[config.mk]
export PLATFORM = sky130hd
export DESIGN_NAME = type_descriptor_parser_unit_flat
export DESIGN_NICKNAME = d
export VERILOG_FILES = /design/src/hw/rtl/tdp_pkg.sv /design/src/hw/rtl/tdp_desc_if.sv /design/src/hw/rtl/tdp_result_if.sv /design/src/hw/rtl/tdp_front.sv /design/src/hw/rtl/tdp_back.sv /design/src/hw/rtl/type_descriptor_parser_unit.sv /design/src/flat_wrapper.sv
export SDC_FILE = /design/constraint.sdc
export NUM_CORES = 1
export LEC_CHECK = 0
export BUFFER_PORTS_ARGS = -buffer_cell sky130_fd_sc_hd__buf_2
export CORE_ASPECT_RATIO = 0.75
export CORE_MARGIN = 3
export CORE_UTILIZATION = 50
export CTS_CLUSTER_SIZE = 8
export DETAILED_ROUTE_END_ITERATION = 7
export PLACE_DENSITY = 0.78
export SETUP_SLACK_MARGIN = 0.02
export SKIP_LAST_GASP = 1
export SYNTH_ARGS = -nofsm -noshare
export SYNTH_HDL_FRONTEND = slang
export SYNTH_SLANG_ARGS = --single-unit
[constraint.sdc]
create_clock -name clk -period 7.4 [get_ports clk]
set_input_delay 1.11 -clock clk [delete_from_list [all_inputs] [get_ports clk]]
set_output_delay 1.11 -clock clk [all_outputs]
set_load 0.02 [all_outputs]
[src/hw/rtl/tdp_pkg.sv]
`default_nettype none
// ----------------------------------------------------------------------------
// Type descriptor parser package
// Shared widths, character constants, result codes, the queue entry and the
// result record, and the byte classifier used by the front end.
// ----------------------------------------------------------------------------
package tdp_pkg;

    localparam int CHAR_W = 8;
    localparam int DIM_W  = 8;
    localparam int TYPE_W = 4;

    // Descriptor characters that steer the parse.
    localparam logic [CHAR_W-1:0] CH_BRACKET = 8'h5B;  // '['
    localparam logic [CHAR_W-1:0] CH_OBJECT  = 8'h4C;  // 'L'
    localparam logic [CHAR_W-1:0] CH_SEMI    = 8'h3B;  // ';'
    localparam logic [CHAR_W-1:0] CH_SLASH   = 8'h2F;  // '/'
    localparam logic [CHAR_W-1:0] CH_DOT     = 8'h2E;  // '.'
    localparam logic [CHAR_W-1:0] CH_OPEN    = 8'h28;  // '('
    localparam logic [CHAR_W-1:0] CH_CLOSE   = 8'h29;  // ')'
    localparam logic [CHAR_W-1:0] CH_VOID    = 8'h56;  // 'V'
    localparam logic [CHAR_W-1:0] CH_BYTE    = 8'h42;  // 'B'
    localparam logic [CHAR_W-1:0] CH_CHAR    = 8'h43;  // 'C'
    localparam logic [CHAR_W-1:0] CH_DOUBLE  = 8'h44;  // 'D'
    localparam logic [CHAR_W-1:0] CH_FLOAT   = 8'h46;  // 'F'
    localparam logic [CHAR_W-1:0] CH_INT     = 8'h49;  // 'I'
    localparam logic [CHAR_W-1:0] CH_LONG    = 8'h4A;  // 'J'
    localparam logic [CHAR_W-1:0] CH_SHORT   = 8'h53;  // 'S'
    localparam logic [CHAR_W-1:0] CH_BOOL    = 8'h5A;  // 'Z'

    // Type codes of a completed type.
    localparam logic [TYPE_W-1:0] TC_BYTE   = 4'd0;
    localparam logic [TYPE_W-1:0] TC_CHAR   = 4'd1;
    localparam logic [TYPE_W-1:0] TC_DOUBLE = 4'd2;
    localparam logic [TYPE_W-1:0] TC_FLOAT  = 4'd3;
    localparam logic [TYPE_W-1:0] TC_INT    = 4'd4;
    localparam logic [TYPE_W-1:0] TC_LONG   = 4'd5;
    localparam logic [TYPE_W-1:0] TC_SHORT  = 4'd6;
    localparam logic [TYPE_W-1:0] TC_BOOL   = 4'd7;
    localparam logic [TYPE_W-1:0] TC_VOID   = 4'd8;
    localparam logic [TYPE_W-1:0] TC_OBJECT = 4'd9;

    typedef enum logic [1:0] {
        EV_CONSUMED = 2'd0,
        EV_NAME     = 2'd1,
        EV_TYPE     = 2'd2,
        EV_ERROR    = 2'd3
    } event_t;

    typedef enum logic [2:0] {
        ERR_NONE         = 3'd0,
        ERR_BAD_LETTER   = 3'd1,
        ERR_VOID_ARRAY   = 3'd2,
        ERR_NO_PAREN     = 3'd3,
        ERR_TRUNCATED    = 3'd4,
        ERR_DIM_OVERFLOW = 3'd5
    } error_t;

    typedef enum logic [2:0] {
        CLS_OTHER,
        CLS_BRACKET,
        CLS_OBJECT,
        CLS_SEMI,
        CLS_OPEN,
        CLS_CLOSE,
        CLS_VOID,
        CLS_BASE
    } char_class_t;

    // One classified byte as it waits between the front and back ends.
    typedef struct packed {
        logic                start;
        char_class_t         cls;
        logic [TYPE_W-1:0]   base;
        logic [CHAR_W-1:0]   name_byte;
    } item_t;

    // One result as it leaves the block.
    typedef struct packed {
        event_t              ev;
        logic [TYPE_W-1:0]   type_code;
        logic [DIM_W-1:0]    dims;
        logic [CHAR_W-1:0]   name_char;
        logic                is_return;
        logic                done;
        error_t              err;
    } result_t;

    // Sorts a byte into the class the parser acts on and prepares its
    // class-name form, with slash turned into dot.
    function automatic item_t classify(input logic [CHAR_W-1:0] c, input logic start);
        item_t it;
        it.start     = start;
        it.cls       = CLS_OTHER;
        it.base      = TC_BYTE;
        it.name_byte = (c == CH_SLASH) ? CH_DOT : c;
        unique case (c)
            CH_BRACKET: it.cls = CLS_BRACKET;
            CH_OBJECT:  it.cls = CLS_OBJECT;
            CH_SEMI:    it.cls = CLS_SEMI;
            CH_OPEN:    it.cls = CLS_OPEN;
            CH_CLOSE:   it.cls = CLS_CLOSE;
            CH_VOID:    it.cls = CLS_VOID;
            CH_BYTE:    begin it.cls = CLS_BASE; it.base = TC_BYTE;   end
            CH_CHAR:    begin it.cls = CLS_BASE; it.base = TC_CHAR;   end
            CH_DOUBLE:  begin it.cls = CLS_BASE; it.base = TC_DOUBLE; end
            CH_FLOAT:   begin it.cls = CLS_BASE; it.base = TC_FLOAT;  end
            CH_INT:     begin it.cls = CLS_BASE; it.base = TC_INT;    end
            CH_LONG:    begin it.cls = CLS_BASE; it.base = TC_LONG;   end
            CH_SHORT:   begin it.cls = CLS_BASE; it.base = TC_SHORT;  end
            CH_BOOL:    begin it.cls = CLS_BASE; it.base = TC_BOOL;   end
            default:    it.cls = CLS_OTHER;
        endcase
        return it;
    endfunction

endpackage : tdp_pkg
`default_nettype wire

[src/hw/rtl/tdp_desc_if.sv]
`default_nettype none
// ----------------------------------------------------------------------------
// Descriptor byte channel
// Carries one descriptor byte and its start mark per beat, valid/ready.
// ----------------------------------------------------------------------------
interface tdp_desc_if;

    logic       valid;
    logic       ready;
    logic [7:0] char_in;
    logic       start_req;

    modport source (output valid, output char_in, output start_req, input ready);
    modport sink   (input valid, input char_in, input start_req, output ready);

endinterface : tdp_desc_if
`default_nettype wire

[src/hw/rtl/tdp_result_if.sv]
`default_nettype none
// ----------------------------------------------------------------------------
// Parse result channel
// Carries one parse result per beat, valid/ready.
// ----------------------------------------------------------------------------
interface tdp_result_if;

    logic       valid;
    logic       ready;
    logic [1:0] event_res;
    logic [3:0] type_code;
    logic [7:0] array_dims;
    logic [7:0] name_char;
    logic       is_return;
    logic       done_res;
    logic [2:0] error_code;

    modport source (
        output valid, output event_res, output type_code, output array_dims,
        output name_char, output is_return, output done_res, output error_code,
        input  ready
    );
    modport sink (
        input  valid, input event_res, input type_code, input array_dims,
        input  name_char, input is_return, input done_res, input error_code,
        output ready
    );

endinterface : tdp_result_if
`default_nettype wire

[src/hw/rtl/tdp_front.sv]
`default_nettype none
// ----------------------------------------------------------------------------
// Type descriptor parser front end
// Accepts descriptor bytes, classifies each one and holds it in a two-entry
// queue until the back end takes it.
// ----------------------------------------------------------------------------
module tdp_front
    import tdp_pkg::*;
(
    input  wire logic   clk,
    input  wire logic   rst_n,
    tdp_desc_if.sink    desc,
    output item_t       q_item,
    output logic        q_valid,
    input  wire logic   q_pop
);

    item_t      entry_reg [2];
    logic       wr_ptr_reg;
    logic       rd_ptr_reg;
    logic [1:0] count_reg;
    logic [1:0] count_next;
    logic       push;

    // The queue takes a beat whenever a slot is free.
    assign desc.ready = (count_reg != 2'd2);
    assign push       = desc.valid && desc.ready;

    assign q_valid = (count_reg != 2'd0);
    assign q_item  = entry_reg[rd_ptr_reg];

    // Occupancy follows pushes and pops.
    always_comb
    begin
        count_next = count_reg;
        if (push && !q_pop)
        begin
            count_next = count_reg + 2'd1;
        end
        else if (q_pop && !push)
        begin
            count_next = count_reg - 2'd1;
        end
    end

    // Pointers and occupancy.
    always_ff @(posedge clk or negedge rst_n)
    begin
        if (!rst_n)
        begin
            wr_ptr_reg <= 1'b0;
            rd_ptr_reg <= 1'b0;
            count_reg  <= 2'd0;
        end
        else
        begin
            if (push)
            begin
                wr_ptr_reg <= ~wr_ptr_reg;
            end
            if (q_pop)
            begin
                rd_ptr_reg <= ~rd_ptr_reg;
            end
            count_reg <= count_next;
        end
    end

    // Classified bytes are written into the slot under the write pointer.
    always_ff @(posedge clk)
    begin
        if (push)
        begin
            entry_reg[wr_ptr_reg] <= classify(desc.char_in, desc.start_req);
        end
    end

endmodule : tdp_front
`default_nettype wire

[src/hw/rtl/tdp_back.sv]
`default_nettype none
// ----------------------------------------------------------------------------
// Type descriptor parser back end
// Runs the descriptor grammar on classified bytes from the queue and holds
// each result in an output register until the receiver takes it.
// ----------------------------------------------------------------------------
module tdp_back
    import tdp_pkg::*;
(
    input  wire logic   clk,
    input  wire logic   rst_n,
    input  wire logic   cfg_we,
    input  wire logic   cfg_wdata,
    input  item_t       q_item,
    input  wire logic   q_valid,
    output logic        q_pop,
    tdp_result_if.source result
);

    typedef enum logic [1:0] {
        PH_IDLE,
        PH_PAREN,
        PH_TYPE,
        PH_NAME
    } phase_t;

    phase_t             phase_reg;
    phase_t             phase_next;
    logic [DIM_W-1:0]   dim_reg;
    logic [DIM_W-1:0]   dim_next;
    logic               ret_reg;
    logic               ret_next;
    logic               mode_reg;
    logic               out_valid_reg;
    result_t            res_reg;
    result_t            res_next;
    logic               fin;
    logic [TYPE_W-1:0]  fin_code;
    logic               fin_done;
    logic               err_set;
    error_t             err_code;

    // A byte is taken whenever the output register is free or being emptied.
    assign q_pop = q_valid && (!out_valid_reg || result.ready);

    // Grammar step for the byte at the head of the queue.
    always_comb
    begin
        phase_next = phase_reg;
        dim_next   = dim_reg;
        ret_next   = ret_reg;
        res_next   = '0;
        fin        = 1'b0;
        fin_code   = TC_BYTE;
        fin_done   = 1'b0;
        err_set    = 1'b0;
        err_code   = ERR_NONE;

        if (q_item.start)
        begin
            if (phase_reg != PH_IDLE)
            begin
                // A new start cuts the descriptor in progress short.
                err_set  = 1'b1;
                err_code = ERR_TRUNCATED;
            end
            else
            begin
                dim_next   = '0;
                ret_next   = 1'b0;
                phase_next = mode_reg ? PH_PAREN : PH_TYPE;
            end
        end

        if (!err_set)
        begin
            unique case (phase_next)
                PH_PAREN:
                begin
                    if (q_item.cls == CLS_OPEN)
                    begin
                        phase_next = PH_TYPE;
                    end
                    else
                    begin
                        err_set  = 1'b1;
                        err_code = ERR_NO_PAREN;
                    end
                end
                PH_TYPE:
                begin
                    case (q_item.cls)
                        CLS_BRACKET:
                        begin
                            if (dim_next == {DIM_W{1'b1}})
                            begin
                                err_set  = 1'b1;
                                err_code = ERR_DIM_OVERFLOW;
                            end
                            else
                            begin
                                dim_next = dim_next + 1'b1;
                            end
                        end
                        CLS_CLOSE:
                        begin
                            if (mode_reg && !ret_next && (dim_next == '0))
                            begin
                                ret_next = 1'b1;
                            end
                            else
                            begin
                                err_set  = 1'b1;
                                err_code = ERR_BAD_LETTER;
                            end
                        end
                        CLS_VOID:
                        begin
                            if (dim_next != '0)
                            begin
                                err_set  = 1'b1;
                                err_code = ERR_VOID_ARRAY;
                            end
                            else
                            begin
                                fin      = 1'b1;
                                fin_code = TC_VOID;
                            end
                        end
                        CLS_OBJECT:
                        begin
                            phase_next = PH_NAME;
                        end
                        CLS_BASE:
                        begin
                            fin      = 1'b1;
                            fin_code = q_item.base;
                        end
                        default:
                        begin
                            err_set  = 1'b1;
                            err_code = ERR_BAD_LETTER;
                        end
                    endcase
                end
                PH_NAME:
                begin
                    if (q_item.cls == CLS_SEMI)
                    begin
                        fin      = 1'b1;
                        fin_code = TC_OBJECT;
                    end
                    else
                    begin
                        res_next.ev        = EV_NAME;
                        res_next.name_char = q_item.name_byte;
                    end
                end
                default:
                begin
                    // Idle byte without a start mark is consumed silently.
                end
            endcase
        end

        // Completed type: report it and move to the next type or finish.
        if (fin)
        begin
            fin_done           = !mode_reg || ret_next;
            res_next.ev        = EV_TYPE;
            res_next.type_code = fin_code;
            res_next.dims      = dim_next;
            res_next.is_return = mode_reg && ret_next;
            res_next.done      = fin_done;
            dim_next           = '0;
            if (fin_done)
            begin
                phase_next = PH_IDLE;
                ret_next   = 1'b0;
            end
            else
            begin
                phase_next = PH_TYPE;
            end
        end

        // Any error drops the parse state back to idle.
        if (err_set)
        begin
            res_next      = '0;
            res_next.ev   = EV_ERROR;
            res_next.err  = err_code;
            phase_next    = PH_IDLE;
            dim_next      = '0;
            ret_next      = 1'b0;
        end
    end

    // Parser state, mode register and the output register.
    always_ff @(posedge clk or negedge rst_n)
    begin
        if (!rst_n)
        begin
            phase_reg     <= PH_IDLE;
            dim_reg       <= '0;
            ret_reg       <= 1'b0;
            mode_reg      <= 1'b0;
            out_valid_reg <= 1'b0;
            res_reg       <= '0;
        end
        else
        begin
            if (cfg_we)
            begin
                mode_reg <= cfg_wdata;
            end
            if (q_pop)
            begin
                phase_reg     <= phase_next;
                dim_reg       <= dim_next;
                ret_reg       <= ret_next;
                res_reg       <= res_next;
                out_valid_reg <= 1'b1;
            end
            else if (result.ready)
            begin
                out_valid_reg <= 1'b0;
            end
        end
    end

    assign result.valid      = out_valid_reg;
    assign result.event_res  = res_reg.ev;
    assign result.type_code  = res_reg.type_code;
    assign result.array_dims = res_reg.dims;
    assign result.name_char  = res_reg.name_char;
    assign result.is_return  = res_reg.is_return;
    assign result.done_res   = res_reg.done;
    assign result.error_code = res_reg.err;

endmodule : tdp_back
`default_nettype wire

[src/hw/rtl/type_descriptor_parser_unit.sv]
`default_nettype none
// ----------------------------------------------------------------------------
// Type descriptor parser unit
// Streaming parser for field and method type descriptors, one byte per beat.
//
// The desc channel takes one descriptor byte per beat together with start_req,
// which marks the first byte of a new descriptor. Every byte gives exactly
// one beat on the result channel: byte consumed, class-name byte (slash shown
// as dot), completed type with its dimensions and return flag, or an error.
// The done_res flag marks the result that ends the whole descriptor; after
// it, or after an error, bytes are ignored until the next start.
// cfg_we with cfg_wdata sets method mode (1) or field mode (0); write it only
// while no bytes are in flight.
// An accepted byte passes through the two-entry classification queue and then
// the output register before its result appears. Throughput is one byte per
// cycle while the receiver takes results, set by the combinational grammar step
// in the back end. Reset clears the queue, the parse state and field mode.
// When the receiver stalls, the result is held and the queue fills both of its
// entries before desc.ready drops.
// ----------------------------------------------------------------------------
module type_descriptor_parser_unit
    import tdp_pkg::*;
(
    input  wire logic    clk,
    input  wire logic    rst_n,
    input  wire logic    cfg_we,
    input  wire logic    cfg_wdata,
    tdp_desc_if.sink     desc,
    tdp_result_if.source result
);

    item_t q_item;
    logic  q_valid;
    logic  q_pop;

    // Classification and queueing.
    tdp_front u_front (
        .clk     (clk),
        .rst_n   (rst_n),
        .desc    (desc),
        .q_item  (q_item),
        .q_valid (q_valid),
        .q_pop   (q_pop)
    );

    // Grammar and result register.
    tdp_back u_back (
        .clk       (clk),
        .rst_n     (rst_n),
        .cfg_we    (cfg_we),
        .cfg_wdata (cfg_wdata),
        .q_item    (q_item),
        .q_valid   (q_valid),
        .q_pop     (q_pop),
        .result    (result)
    );

endmodule : type_descriptor_parser_unit
`default_nettype wire

[src/flat_wrapper.sv]
// flat-port wrapper written by rule: the top's interface ports become plain ports
module type_descriptor_parser_unit_flat import tdp_pkg::*;
  (clk, rst_n, cfg_we, cfg_wdata, desc_valid, desc_char_in, desc_start_req, desc_ready, result_valid, result_event_res, result_type_code, result_array_dims, result_name_char, result_is_return, result_done_res, result_error_code, result_ready);
  tdp_desc_if desc_i ();
  tdp_result_if result_i ();
  input  wire logic clk;
  input  wire logic rst_n;
  input  wire logic cfg_we;
  input  wire logic cfg_wdata;
  input wire logic [$bits(desc_i.valid)-1:0] desc_valid;
  input wire logic [$bits(desc_i.char_in)-1:0] desc_char_in;
  input wire logic [$bits(desc_i.start_req)-1:0] desc_start_req;
  output wire logic [$bits(desc_i.ready)-1:0] desc_ready;
  output wire logic [$bits(result_i.valid)-1:0] result_valid;
  output wire logic [$bits(result_i.event_res)-1:0] result_event_res;
  output wire logic [$bits(result_i.type_code)-1:0] result_type_code;
  output wire logic [$bits(result_i.array_dims)-1:0] result_array_dims;
  output wire logic [$bits(result_i.name_char)-1:0] result_name_char;
  output wire logic [$bits(result_i.is_return)-1:0] result_is_return;
  output wire logic [$bits(result_i.done_res)-1:0] result_done_res;
  output wire logic [$bits(result_i.error_code)-1:0] result_error_code;
  input wire logic [$bits(result_i.ready)-1:0] result_ready;
  assign desc_i.valid = desc_valid;
  assign desc_i.char_in = desc_char_in;
  assign desc_i.start_req = desc_start_req;
  assign desc_ready = desc_i.ready;
  assign result_valid = result_i.valid;
  assign result_event_res = result_i.event_res;
  assign result_type_code = result_i.type_code;
  assign result_array_dims = result_i.array_dims;
  assign result_name_char = result_i.name_char;
  assign result_is_return = result_i.is_return;
  assign result_done_res = result_i.done_res;
  assign result_error_code = result_i.error_code;
  assign result_i.ready = result_ready;
  type_descriptor_parser_unit u_core (.clk(clk), .rst_n(rst_n), .cfg_we(cfg_we), .cfg_wdata(cfg_wdata), .desc(desc_i), .result(result_i));
endmodule
==> flow_metrics.tcl <==
set metrics [dict create \
    rsz0062_at_grt "false" \
    yosysMostFrequentCell "nand2_1" \
    die_w_microns 106 \
    reg2reg_slack_ps 3220 \
    grt_pass1_wl_mm 14.0 \
    r2r_start "u_core.u_front.rd_ptr_reg" \
    antenna_cells 0 \
    num_vias 2843 \
    largest_reg_flops 30 \
    internal_power_mw 0.917 \
    ys_seq_area_share_pct 53.2 \
    p_switching_mw 0.603 \
    routed_via_density 5.87 \
    numCtsBuffers 9 \
    core_area_sq_mm 0.00706 \
    vdd_drop_max_mv 0.225 \
    cts.root.buffer_cell "clkbuf_8" \
    cp.required_ps 7650 \
    finalHoldViolCount 0 \
    power.total_mw 1.52 \
    min_to "u_core.u_back.result.event_res[0]" \
    r2r_cells 12 \
    fmax_mhz 239 \
    status "completed" \
    hold_depth 1 \
    period_share_pct 56.5 \
    synth_top_area_cell "dfrtp_1" \
    skew_ps 10.2 \
    syn_to_final_growth_pct 13.1 \
    wl_per_cell_microns 17.3 \
    cts_sinks 74 \
    ys_seq_elements 74 \
    die_h_microns 81.1 \
    port_buffers 43 \
    maxCapViolations 0 \
    design_area_sq_mm 0.00426 \
    timing.rr.end "u_core.u_back.result.is_return" \
    grt_max_degree 45 \
    synth_edf_count 30 \
    tritoncts "done" \
    final_cell_count_no_fill 484 \
    cts_setup_buffers 0 \
    drt-total-wl_mm 8.37 \
    grt_pass1_vias 2761 \
    syn_inst 348 \
    yosys_warnings 0 \
    yosysUniqueCellTypes 57 \
    critPathMaxFanout 30 \
    wl_met1_mm 3.85 \
    htree_levels 3 \
    path_buf_inv 1 \
    drive_gt1_share_pct 19.2 \
    slew_violations 0 \
    setup_viol 0 \
    antenna_found_initial 0 \
    clockBufferDepth 2 \
    cp_cell_sequence "mux2_2 > nand2_1 > nand2_1 > inv_1 > ha_1 > nand3_1 > a2111oi_2 > a32o_1 > a211o_1 > a21oi_4 > and2_1 > a32o_1" \
    seq_power_share_pct 39.9 \
    max_slew_margin_pct 23.6 \
    synthTopCellsByCount "nand2_1, dfrtp_1, edfxtp_1" \
    grt_use_total_pct 21.1 \
    dr.first_iter.drc_count 220 \
    final.setup.tns_ps 0 \
    met3_length_microns 688 \
    cp-start-kind "register" \
    drtAntennaViolNets 0 \
    fin_nets 403 \
    yosys_most_used_dff "dfrtp_1" \
    drc 0 \
    overflow 0 \
    synthSimpleGateAreaFrac_pct 15.8 \
    firstDrtPassIters 5 \
    netlist.area_leader.share_pct 29.3 \
    synth.net_count 370 \
    gp_routability_congestion 0.963 \
    path_delay_family "compound AO/OA/AOI/OAI gates" \
    die_area_sq_mm 0.00861 \
    core.rowCount 26 \
    dp.cells 468 \
    worstMarginPinSlew_ps 1150 \
    postSynthAreaPerCell_sq_um 10.8 \
    cp-end-kind "register" \
    crit_slowest_cell "dfrtp_1" \
    path_clk_slew_ps 80 \
    dr.max_layer_used "met4" \
    fin_util_pct 60.3 \
    synth_fa_ha_area_share_pct 2.33 \
    cts_hold_buf 0 \
    netlist_area_sq_mm 0.00376 \
    synth_xor_area_share_pct 3.03 \
    critPathMaxStageDelay_ps 1110 \
    synth_mux_area_share_pct 5.32 \
    holdCritPathClass "register to register" \
    leakage_nw 1.88 \
    synth_compound_area_share_pct 16.9 \
    power.density_mw_per_mm2 357 \
    dr_wl_met2_mm 3.75 \
    dpl_cell_area_sq_mm 0.00403 \
    synth_top_family_by_area "compound AO/OA/AOI/OAI gates" \
    power.share.clock_pct 23.2 \
    netSwitchingFraction_pct 39.7 \
    synth_area_leaders "dfrtp_1, edfxtp_1, nand2_1" \
    dp_hpwl_mm 5.86 \
    pin_count 44 \
    critPathKind "register to register" \
    initial_core_util_pct 53.3 \
    async_flop_share_pct 59.5 \
    clk_latency_ps 370 \
    crit_arrival_ps 4430 \
    fin_crit_ps 4180 \
    holdCritStartpoint "u_core.u_back.result.event_res[0]" \
    p_comb_share_pct 36.9 \
    cts_resized 0 \
]
==> layout by cell type (no fill, tap or decap), drive strengths merged, types with 4 or more instances in the layout <==
cell type / netlist / final
edfxtp: 30 / 30
a21oi: 9 / 9
xnor2: 6 / 6
xor2: 7 / 7
nand2b: 7 / 7
mux2: 8 / 8
ha: 7 / 7
clkbuf: 18 / 9
nand2: 46 / 46
o21ai: 25 / 25
nor2: 16 / 16
nor3: 9 / 9
inv: 9 / 11
nand3: 7 / 7
mux2i: 11 / 11
and2: 5 / 5
and3: 6 / 6
a22o: 11 / 11
a31oi: 5 / 5
nand3b: 5 / 5
buf: 5 / 45
a21o: 4 / 4
nor3b: 5 / 5
dfrtp: 44 / 44
a32o: 6 / 6
==> worst max-delay path by stage <==
stage	cells past startpoint	slack (ps)	from	end
after floorplan	14	4290	u_core.u_front.rd_ptr_reg	u_core.u_back.result.array_dims[5]
after global placement	12	3430	u_core.u_front.rd_ptr_reg	u_core.u_back.result.is_return
after detailed placement	12	3280	u_core.u_front.rd_ptr_reg	u_core.u_back.result.is_return
after CTS	12	3240	u_core.u_front.rd_ptr_reg	u_core.u_back.result.is_return
after global routing	12	2960	u_core.u_front.rd_ptr_reg	u_core.u_back.result.is_return
final	12	3220	u_core.u_front.rd_ptr_reg	u_core.u_back.result.is_return
==> cell families (layout without fill, tap and decap cells) <==
| group | after synthesis | count (layout) |
|---|---|---|
| AND/OR/NAND/NOR | 116 | 116 |
| XOR/XNOR | 13 | 13 |
| AO/OA/AOI/OAI | 87 | 87 |
| flip-flops | 74 | 74 |
| buffers and inverters | 32 | 70 |
| adder cells (fa/ha/maj) | 7 | 7 |
| multiplexers | 19 | 19 |
==> worst reg2reg max path, stage by stage, from the launching register on <==
cell	delay [ps]
dfrtp_1	1110
mux2_2	510
nand2_1	300
nand2_1	180
inv_1	90
ha_1	170
nand3_1	160
a2111oi_2	490
a32o_1	260
a211o_1	170
a21oi_4	120
and2_1	250
a32o_1	280
==> power groups by stage <==
stage / combinational (mW) / sequential [mW] / clock, mW
6_report: 0.561 / 0.607 / 0.352
5_1_grt: 0.613 / 0.621 / 0.381
4_1_cts: 0.559 / 0.607 / 0.360
3_5_place_dp: 0.556 / 0.613 / 0
3_3_place_gp: 0.544 / 0.610 / 0
2_1_floorplan: 0.404 / 0.608 / 0
==> final cells by class <==
cell class,count,area (sq um)
Inverter,9,33.8
Fill cell,589,2800
Multi-Input combinational cell,242,1640
Clock inverter,7,100
Tap cell,98,123
Clock buffer,9,124
Timing Repair Buffer,45,230
Sequential cell,74,2000
==> per-layer routing <==
metal	GRT usage, %	vias to the layer above
met5	0	-
met4	4.79	0
met3	7.23	10
met2	32.2	109
met1	29.4	1383
li1	-	1341
==> through the flow <==
stage | hold slack, ps | setup slack [ps]
final | 474 | 3220
after CTS | 480 | 3240
after global placement | 458 | 3430
after global routing | 512 | 2960
after floorplan | 461 | 4290
after detailed placement | 461 | 3280
Power figures use the tool's default switching activity.
